==> config.mk <==
export PLATFORM = sky130hd
export DESIGN_NAME = tracker_pattern_cell_unpacker
export DESIGN_NICKNAME = d
export VERILOG_FILES = /design/src/sv/tpcu_pkg.sv /design/src/sv/tracker_pattern_cell_unpacker.sv
export SDC_FILE = /design/constraint.sdc
export NUM_CORES = 1
export LEC_CHECK = 0
export BUFFER_PORTS_ARGS = -buffer_cell sky130_fd_sc_hd__clkbuf_2
export CAP_MARGIN = 25
export CORE_ASPECT_RATIO = 0.8
export CORE_UTILIZATION = 51
export CTS_CLUSTER_SIZE = 30
export DETAILED_ROUTE_END_ITERATION = 8
export GPL_TIMING_DRIVEN = 0
export PLACE_DENSITY = 0.76
export REMOVE_ABC_BUFFERS = 1
export SYNTH_ARGS = -nofsm -noshare
export SYNTH_HDL_FRONTEND = slang
export SYNTH_SLANG_ARGS = --single-unit
export TNS_END_PERCENT = 50
==> constraint.sdc <==
create_clock -name clk -period 5.9 [get_ports clk]
set_input_delay 0.59 -clock clk [delete_from_list [all_inputs] [get_ports clk]]
set_output_delay 0.59 -clock clk [all_outputs]
set_load 0.01 [all_outputs]
==> src/sv/tpcu_pkg.sv <==
`default_nettype none

package tpcu_pkg;

    // Number of fields in one pattern cell.
    localparam int unsigned FIELD_COUNT = 5;

    // Result status codes.
    localparam logic [1:0] STATUS_CELL      = 2'd0;
    localparam logic [1:0] STATUS_OVERFLOW  = 2'd1;
    localparam logic [1:0] STATUS_TRUNCATED = 2'd2;

    // Register indexes on the configuration port.
    localparam logic REG_CHANNEL_COUNT = 1'b0;
    localparam logic REG_ROW_COUNT     = 1'b1;

    // Mask loaded by a lead byte with bit 7 clear: the note is already in,
    // the four other fields follow.
    localparam logic [4:0] FULL_CELL_REST = 5'b11110;

    typedef logic [7:0] field_t;

    typedef struct packed {
        logic [4:0] channel_index;
        logic [7:0] row_index;
        field_t     note_value;
        field_t     instrument_number;
        field_t     volume_value;
        field_t     effect_code;
        field_t     effect_argument;
        logic [1:0] status_code;
        logic       pattern_end;
    } result_t;

endpackage

`default_nettype wire

==> src/sv/tracker_pattern_cell_unpacker.sv <==
`default_nettype none

// Channel   Handshake                  Payload
// -------   ------------------------   -------------------------------------------
// byte      byte_valid / byte_stall    data_byte, last_byte
// cell      cell_valid / cell_stall    channel_index, row_index, note_value,
//                                      instrument_number, volume_value,
//                                      effect_code, effect_argument,
//                                      status_code, pattern_end
// config    APB (psel/penable/pwrite)  paddr, pwdata, prdata, pready
//
// One byte is taken per cycle while byte_stall is low; its result, if it makes one, is
// registered in the output register, or in the skid register while that one holds a stalled beat.
// The unpacking state and the decode of the current byte form one register stage;
// the output register and a one-beat skid register set the throughput.
// byte_stall rises only when both the output register and the skid register hold
// beats, so one stalled result does not hold up the byte stream.
// Reset (rst_n low, asynchronous) empties both output registers, clears the
// cell state and position, and loads channel_count = 8 and row_count = 64.
module tracker_pattern_cell_unpacker #(
    parameter int unsigned MAX_CHANNELS = 32,
    parameter int unsigned MAX_ROWS     = 256
) (
    input  wire logic        clk,
    input  wire logic        rst_n,

    input  wire logic        psel,
    input  wire logic        penable,
    input  wire logic        pwrite,
    input  wire logic [2:0]  paddr,
    input  wire logic [31:0] pwdata,
    output logic      [31:0] prdata,
    output logic             pready,

    input  wire logic        byte_valid,
    output logic             byte_stall,
    input  wire logic [7:0]  data_byte,
    input  wire logic        last_byte,

    output logic             cell_valid,
    input  wire logic        cell_stall,
    output logic      [4:0]  channel_index,
    output logic      [7:0]  row_index,
    output logic      [7:0]  note_value,
    output logic      [7:0]  instrument_number,
    output logic      [7:0]  volume_value,
    output logic      [7:0]  effect_code,
    output logic      [7:0]  effect_argument,
    output logic      [1:0]  status_code,
    output logic             pattern_end
);

    // Effective caps on the position counters. The channel counter is five bits
    // wide, so the channel cap never exceeds 32.
    localparam logic [5:0] CH_CAP  = 6'((MAX_CHANNELS < 32) ? MAX_CHANNELS : 32);
    localparam logic [8:0] ROW_CAP = 9'((MAX_ROWS < 256) ? MAX_ROWS : 256);

    // ------------------------------------------------------------------
    // Configuration registers.
    // ------------------------------------------------------------------
    logic [5:0] channel_count_reg;
    logic [8:0] row_count_reg;
    logic       cfg_write;

    assign pready    = 1'b1;
    assign cfg_write = psel & penable & pwrite;

    always_ff @(posedge clk or negedge rst_n)
    begin
        if (!rst_n)
        begin
            channel_count_reg <= 6'd8;
            row_count_reg     <= 9'd64;
        end
        else if (cfg_write)
        begin
            if (paddr[2] == tpcu_pkg::REG_CHANNEL_COUNT)
            begin
                channel_count_reg <= pwdata[5:0];
            end
            else
            begin
                row_count_reg <= pwdata[8:0];
            end
        end
    end

    always_comb
    begin
        if (paddr[2] == tpcu_pkg::REG_CHANNEL_COUNT)
        begin
            prdata = {26'd0, channel_count_reg};
        end
        else
        begin
            prdata = {23'd0, row_count_reg};
        end
    end

    // A zero count acts as one; counts above the caps saturate.
    logic [5:0] ch_limit;
    logic [8:0] row_limit;

    always_comb
    begin
        ch_limit = (channel_count_reg == 6'd0) ? 6'd1 : channel_count_reg;
        if (ch_limit > CH_CAP)
        begin
            ch_limit = CH_CAP;
        end
        row_limit = (row_count_reg == 9'd0) ? 9'd1 : row_count_reg;
        if (row_limit > ROW_CAP)
        begin
            row_limit = ROW_CAP;
        end
    end

    // ------------------------------------------------------------------
    // Cell assembly state.
    // ------------------------------------------------------------------
    logic [4:0]             pending_reg, pending_next;
    tpcu_pkg::field_t [4:0] cell_reg, cell_next;
    logic [4:0]             chan_reg, chan_next;
    logic [8:0]             row_reg, row_next;

    logic              byte_fire;
    logic              res_valid;
    tpcu_pkg::result_t res;
    logic [4:0]        first_pending;
    logic [5:0]        chan_plus;

    always_comb
    begin
        cell_next     = cell_reg;
        pending_next  = pending_reg;
        chan_next     = chan_reg;
        row_next      = row_reg;
        res_valid     = 1'b0;
        res           = '0;
        first_pending = pending_reg & (~pending_reg + 5'd1);
        chan_plus     = {1'b0, chan_reg} + 6'd1;

        if (pending_reg == 5'd0)
        begin
            // Lead byte: a new cell starts with all fields cleared.
            cell_next = '0;
            if (data_byte[7])
            begin
                pending_next = data_byte[4:0];
            end
            else
            begin
                cell_next[0] = data_byte;
                pending_next = tpcu_pkg::FULL_CELL_REST;
            end
        end
        else
        begin
            // Field byte: it fills the lowest field still expected.
            for (int i = 0; i < tpcu_pkg::FIELD_COUNT; i++)
            begin
                if (first_pending[i])
                begin
                    cell_next[i] = data_byte;
                end
            end
            pending_next = pending_reg & ~first_pending;
        end

        if (pending_next == 5'd0)
        begin
            res_valid       = 1'b1;
            res.pattern_end = last_byte;
            if (row_reg >= row_limit)
            begin
                // The pattern has no row left for this cell; it is dropped.
                res.status_code = tpcu_pkg::STATUS_OVERFLOW;
            end
            else
            begin
                res.status_code       = tpcu_pkg::STATUS_CELL;
                res.channel_index     = chan_reg;
                res.row_index         = row_reg[7:0];
                res.note_value        = cell_next[0];
                res.instrument_number = cell_next[1];
                res.volume_value      = cell_next[2];
                res.effect_code       = cell_next[3];
                res.effect_argument   = cell_next[4];
                // A channel at or past the limit also wraps, which covers a
                // limit lowered in the middle of a pattern.
                if (chan_plus >= ch_limit)
                begin
                    chan_next = 5'd0;
                    row_next  = row_reg + 9'd1;
                end
                else
                begin
                    chan_next = chan_plus[4:0];
                end
            end
        end
        else if (last_byte)
        begin
            res_valid       = 1'b1;
            res.status_code = tpcu_pkg::STATUS_TRUNCATED;
            res.pattern_end = 1'b1;
        end

        // The last byte of a pattern returns everything to the start.
        if (last_byte)
        begin
            pending_next = 5'd0;
            cell_next    = '0;
            chan_next    = 5'd0;
            row_next     = 9'd0;
        end
    end

    always_ff @(posedge clk or negedge rst_n)
    begin
        if (!rst_n)
        begin
            pending_reg <= 5'd0;
            cell_reg    <= '0;
            chan_reg    <= 5'd0;
            row_reg     <= 9'd0;
        end
        else if (byte_fire)
        begin
            pending_reg <= pending_next;
            cell_reg    <= cell_next;
            chan_reg    <= chan_next;
            row_reg     <= row_next;
        end
    end

    // ------------------------------------------------------------------
    // Output register with a one-beat skid register behind it. The skid
    // register fills only when a result arrives while the output register
    // holds a stalled beat.
    // ------------------------------------------------------------------
    logic              out_valid_reg;
    tpcu_pkg::result_t out_reg;
    logic              skid_valid_reg;
    tpcu_pkg::result_t skid_reg;
    logic              out_free;
    logic              new_valid;

    assign byte_stall = skid_valid_reg;
    assign byte_fire  = byte_valid & ~skid_valid_reg;
    assign out_free   = ~out_valid_reg | ~cell_stall;
    assign new_valid  = byte_fire & res_valid;

    always_ff @(posedge clk or negedge rst_n)
    begin
        if (!rst_n)
        begin
            out_valid_reg  <= 1'b0;
            skid_valid_reg <= 1'b0;
        end
        else if (out_free)
        begin
            if (skid_valid_reg)
            begin
                out_valid_reg  <= 1'b1;
                skid_valid_reg <= new_valid;
            end
            else
            begin
                out_valid_reg <= new_valid;
            end
        end
        else if (new_valid)
        begin
            skid_valid_reg <= 1'b1;
        end
    end

    always_ff @(posedge clk)
    begin
        if (out_free)
        begin
            if (skid_valid_reg)
            begin
                out_reg <= skid_reg;
                if (new_valid)
                begin
                    skid_reg <= res;
                end
            end
            else if (new_valid)
            begin
                out_reg <= res;
            end
        end
        else if (new_valid)
        begin
            skid_reg <= res;
        end
    end

    assign cell_valid        = out_valid_reg;
    assign channel_index     = out_reg.channel_index;
    assign row_index         = out_reg.row_index;
    assign note_value        = out_reg.note_value;
    assign instrument_number = out_reg.instrument_number;
    assign volume_value      = out_reg.volume_value;
    assign effect_code       = out_reg.effect_code;
    assign effect_argument   = out_reg.effect_argument;
    assign status_code       = out_reg.status_code;
    assign pattern_end       = out_reg.pattern_end;

endmodule

`default_nettype wire
---- Word-level counts from Yosys, hierarchy flattened ----
Index checks and enable logic that the tools add are counted.
storage, ports and cells
  register bits after elaboration ......... 188
operators by class
  $add $sub $neg .......................... 3
  magnitude comparators ................... 4
  eq/ne operators ......................... 2
  mux-type cells .......................... 40
  bitwise operators ....................... 13
  reduce and logical (&&, ||, !) cells .... 13
operator list
  cell                                                  number
  two-way mux 56 bit                                    5
  two-way mux 53 bit                                    2
  two-way mux 40 bit                                    2
  two-way mux 9 bit                                     7
  two-way mux 8 bit                                     5
  two-way mux 5 bit                                     7
  two-way mux 6 bit                                     2
  AND 5 bit                                             2
  zero test 5 bit                                       2
  inverter 5 bit                                        2
  adder 9 x 1 -> 9 bit, second input constant           1
  greater-or-equal comparator 9 bit                     1
  greater-than comparator 9 bit, second input constant  1
  zero test 9 bit                                       1
  nonzero test 2 bit                                    4
  two-way mux 1 bit                                     7
  two-way mux 7 bit                                     1
  adder 5 x 1 -> 6 bit, second input constant           1
  greater-or-equal comparator 6 bit                     1
  greater-than comparator 6 bit, second input constant  1
  zero test 6 bit                                       1
  two-way mux 3 bit                                     2
  AND reduction 2 bit                                   3
  adder 5 x 1 -> 5 bit, second input constant           1
  other kinds (6)                                       13

---- Logic depth before layout (Yosys ltp) ----
  depth after elaboration ................. 12
  mapped depth ............................ 12

---- Worst setup path before layout ----
Ideal clock, no wire load.
  path kind ............................... input -> register
  start point ............................. in data_byte[0]
  end point ............................... reg skid_reg[0] (netlist bit), enable pin
  data arrival time ....................... 5.438 ns
  path slack .............................. -0.089 ns
  stages .................................. 5
  path buffers ............................ 1
  cell sequence ........................... clkbuf_1 -> nor4_1 -> nand3_1 -> nand4_1 -> nor3b_1
RTL lines
  item                  line                                  source
  from (decl)           tracker_pattern_cell_unpacker.sv:37   input wire logic [7:0] data_byte,
  to (signal assigned)  tracker_pattern_cell_unpacker.sv:288  skid_reg <= res;
  to (signal assigned)  tracker_pattern_cell_unpacker.sv:298  skid_reg <= res;
  to (decl)             tracker_pattern_cell_unpacker.sv:245  tpcu_pkg::result_t skid_reg;

---- Worst setup path after layout ----
  start point ............................. reg row_count_reg[2]
  end point ............................... reg out_reg (netlist bit effect_code[0]), data pin
on the way
  word-level cells in the longest chain between the ends .. 9
RTL lines
  item                                   line                                  source
  from (decl)                            tracker_pattern_cell_unpacker.sv:62   logic [8:0] row_count_reg;
  from (signal assigned)                 tracker_pattern_cell_unpacker.sv:83   row_count_reg <= pwdata[8:0];
  zero test 9 bit                        tracker_pattern_cell_unpacker.sv:111  row_limit = (row_count_reg == 9'd0) ? 9'd1 : row_count_reg;
  two-way mux 9 bit (*)                  tracker_pattern_cell_unpacker.sv:111
  greater-than comparator 9 bit          tracker_pattern_cell_unpacker.sv:112  if (row_limit > ROW_CAP)
  two-way mux 9 bit (*)                  tracker_pattern_cell_unpacker.sv:112
  greater-or-equal comparator 9 bit (*)  tracker_pattern_cell_unpacker.sv:174  if (row_reg >= row_limit)
  two-way mux 53 bit (*)                 tracker_pattern_cell_unpacker.sv:174
  two-way mux 53 bit (*)                 tracker_pattern_cell_unpacker.sv:170  if (pending_next == 5'd0)
  two-way mux 56 bit (*)                 tracker_pattern_cell_unpacker.sv:291  else if (new_valid)
  two-way mux 56 bit (*)                 tracker_pattern_cell_unpacker.sv:283  if (skid_valid_reg)
  to (signal assigned)                   tracker_pattern_cell_unpacker.sv:285  out_reg <= skid_reg;
  to (signal assigned)                   tracker_pattern_cell_unpacker.sv:293  out_reg <= res;
  to (decl)                              tracker_pattern_cell_unpacker.sv:243  tpcu_pkg::result_t out_reg;
Mark *: on every way between the ends. The rest lies on a longest branch, timed or not. The select of a mux whose other input is x is not followed.
A chain may end at the register's enable or synchronous reset.

==> metrics.md <==
| Metric | Value |
|---|---|
| RSZ-0062 raised after global routing | no |
| Post-synth EDFFs | 112 |
| Routed len/inst | about 17 um |
| Top FF cell, synth | edfxtp_1 |
| Worst-Skew Late Latency | roughly 0.43 ns |
| Final Hold Vio Count | 0 |
| Critical-path maximum fanout | 32 |
| Starting density of the core | 53.06% |
| Pwr/cell area | around 490 nW/um2 |
| HP Class | in -> async |
| Die area | between 15,000 and 20,000 um2 |
| Register area | 5271 um2 |
| Final Setup Violations | 0 |
| Nets | slightly below 900 |
| Maximum clock frequency | ~0.30 GHz |
| Clock sink count | around 190 |
| Worst setup path class | reg -> reg |
| Clk_skew | approximately 0.01 ns |
| Status | finished, final reports clean |
| Sequential share of power | 40.9% |
| Reg clk slew, reported paths | around 0.070 ns |
| Chip height | 120.3 um |
| Detail Route Antenna Nets | 0 |
| Fill count | roughly 1,400 |
| Met3 GRT Util | under 10% |
| Core footprint | between 15,000 and 20,000 um2 |
| Slowest CP cell | and3_1 |
| ANT cells | 0 |
| Synth-to-Final Area Change | 13.17% |
| Ports | about 140 |
| Largest net degree at the start of global routing | 62 |
| Critical path arrival | 3.61 ns |
| DRT iter0 DRCs | roughly 500 |
| Tot GR Track Use | between 20% and 30% |
| CP most frequent cell | a21oi_1 |
| Placed cell count | roughly 1,000 |
| CP Cell Sequence | nor4_1, a21oi_1, nor2_1, ha_1, nor2b_1, o21ai_0, a21oi_1, and3_1, nand2_4, o31ai_1 |
| Max-cap violations | 0 |
| Pre-CTS setup slack | 2.520 ns |
| Most common cell after layout, fill and taps aside | edfxtp_1 |
| Worst-Margin Slew | ~0.99 ns |
| Die X | 149.9 um |
| Post-CTS Hold Buffers | 0 |
| Site row count | 42 |
| CTS Buffer Depth | 2 |
| Internal Power | 3075 uW |
| WL final | ~18 mm |
| GR Overflow Total | 0 |
| Synth warn | 0 |
| Combinational share of power | 36.4% |
| Worst slew margin | roughly a third |
| First-pass GRT wire length | a little under 30 mm |
| Root Buffer | clkbuf_16 |
| Setup bufs post-CTS | 0 |
| Asr flop ratio synth | between 40% and 50% |
| NetSw | 1895 uW |
| Drt via density | roughly 5.6 |
| Max incr delay on CP | approximately 0.65 ns |
| IO buf count | slightly above 90 |
| Max reg flops | 56 |
| Seq/Total Area, Yosys | 59.04% |
| Initial antenna violation count | 0 |
| Multi-input logic area | 3294 um2 |
| Met1 Track Usage GR | roughly 31% |
| Setup crit start kind | flop |
| Yosys cell types | between 50 and 60 |
| Crit path setup slack, layout | 2.536 ns |
| Gpl congestion | 0.8049 |
| DPL Wire Length | about 11 mm |
| Most frequent cells in the layout | edfxtp_1, clkbuf_2, nand2_1 |
| Mean area per synthesized cell | 12.19 um2 |
| Vias in the first global route | around 5,500 |
| #FFs+latches synth | roughly 190 |
| Cell taking the most area after synthesis | edfxtp_1 |
| Final critical-path share of the clock period | roughly 57% |
| Top cells by area, synth | edfxtp_1, dfrtp_1, mux2_2 |
| Leak Pwr | around 0.0042 uW |
| Clock power frac | roughly 23% |
| Fin util | between 60% and 70% |
| TritonCTS buffer count | 17 |
| DRC violations left | 0 |
| Top-area cell type share of the netlist area | between 30% and 40% |
| CTS H-Tree Depth | 4 |
| Share of cells above drive strength 1 | 25.43% |
| Vias | 5,833 |
| Endpoint type of the worst setup path | flop |
| Period minus WS final | approximately 3.4 ns |
| Post-Layout Cell Count | around 1,000 |
| Met2 usage | a little under a third |
| Worst path required time | ~6.2 ns |
| CTS tree | built |
| Synthesized area | between 8000 and 9000 um2 |
| Peak VDD IR | around 0.00031 V |
| Top Usage Layer GRT | met2 |
| Mapped Cells | 732 |
| # resized after CTS | 0 |
| Pre-antenna DRT Iters | 5 |
| Switching Fraction | roughly two fifths |
| Max-slew violation count | 0 |
[synth_stat cells, types with 2 or more instances]
master	n
dfstp_2	2
edfxtp_1	112
nor4_1	4
and2_1	20
mux2_2	44
nor2b_1	8
a22oi_1	7
a22o_1	24
o211ai_1	5
buf_2	13
dfrtp_1	74
a211o_1	3
a21o_1	2
xnor2_1	3
o21ai_0	21
and3_1	11
nor2_1	49
nand3_4	2
nand2b_1	4
buf_4	24
o31ai_1	35
nand4_1	6
buf_1	6
mux2i_1	25
o31ai_2	15
or4_1	2
conb_1	2
buf_6	5
nand3_1	10
inv_1	6
ha_1	17
xor2_1	2
nand2_1	90
a21oi_1	17
nor3_1	10
clkbuf_1	29
[path summary, 6_finish.rpt]
check	cells after the start	slack [ns]	start	endpoint
hold / removal	1	0.05	rst_n	channel_count_reg[4]
setup reg to reg	10	2.54	row_count_reg[2]	effect_code[0]
min in group clk	2	0.39	pwdata[7]	row_count_reg[7]
setup / recovery	10	2.54	row_count_reg[2]	effect_code[0]
max in group asynchronous	2	5.24	rst_n	byte_stall
hold reg to reg	2	0.48	cell_reg[10]	cell_reg[10]
[per-layer routing]
| metal | routed length [um] | up-vias | part of all wire [%] |
|---|---|---|---|
| li1 | - | 2784 | - |
| met1 | 8671 | 2858 | 48 |
| met4 | 177 | 0 | 0.98 |
| met3 | 1043 | 10 | 5.8 |
| met5 | 0 | - | 0 |
| met2 | 8143 | 181 | 45 |
[power by group through the flow]
stage          Clock [uW]  Sequential (uW)  Combinational (uW)
6_report             1130             2030                1810
3_3_place_gp            0             2120                1650
5_1_grt              1200             2070                1990
3_5_place_dp            0             2050                1790
2_1_floorplan           0             2130                1080
4_1_cts              1140             2030                1810
[kinds of logic (layout without fill, tap and decap cells)]
kind of cell	Yosys count	after routing	share of synthesized area, %
other	2	24	0.08417
xor gates and xnor gates	5	5	0.4909
AOI/OAI and AO/OA	142	142	12.24
adders and majority gates	17	17	2.384
muxes	69	69	8.358
buffers and inverters	84	144	5.146
DFF	188	188	59.04
and+or+nand+nor	225	225	12.26
[per-stage QoR]
step / instance area [um2] / setup TNS [ns] / hold slack (ns) / power [uW]
floorplan: 8572 / -56.42 / 0.2944 / 3218
global placement: 9308 / -330.74 / 0.4590 / 3761
detailed placement: 9498 / 0 / 0.4656 / 3845
CTS: 10080 / 0 / 0.04056 / 4986
global route: 10100 / 0 / 0.05349 / 5263
finish: 10100 / 0 / 0.05166 / 4970
[area by class of cell]
type                       instances  share of cell area (%)
tap                              220                   2.726
clock inverter                    10                  0.8550
sequential                       188                   52.21
multi-input combinational        482                   32.63
inverter                           7                  0.2602
timing repair buffer             105                   6.406
clock buffer                      22                   4.919
[critical path, delay by kind of cell, from the launching register on]
kind,cells,cell delay [ns]
and+or+nand+nor,5,1.62
DFF,1,0.41
AOI/OAI and AO/OA,4,0.90
adders and majority gates,1,0.24
No activity file was read; power rests on OpenSTA's default activity.
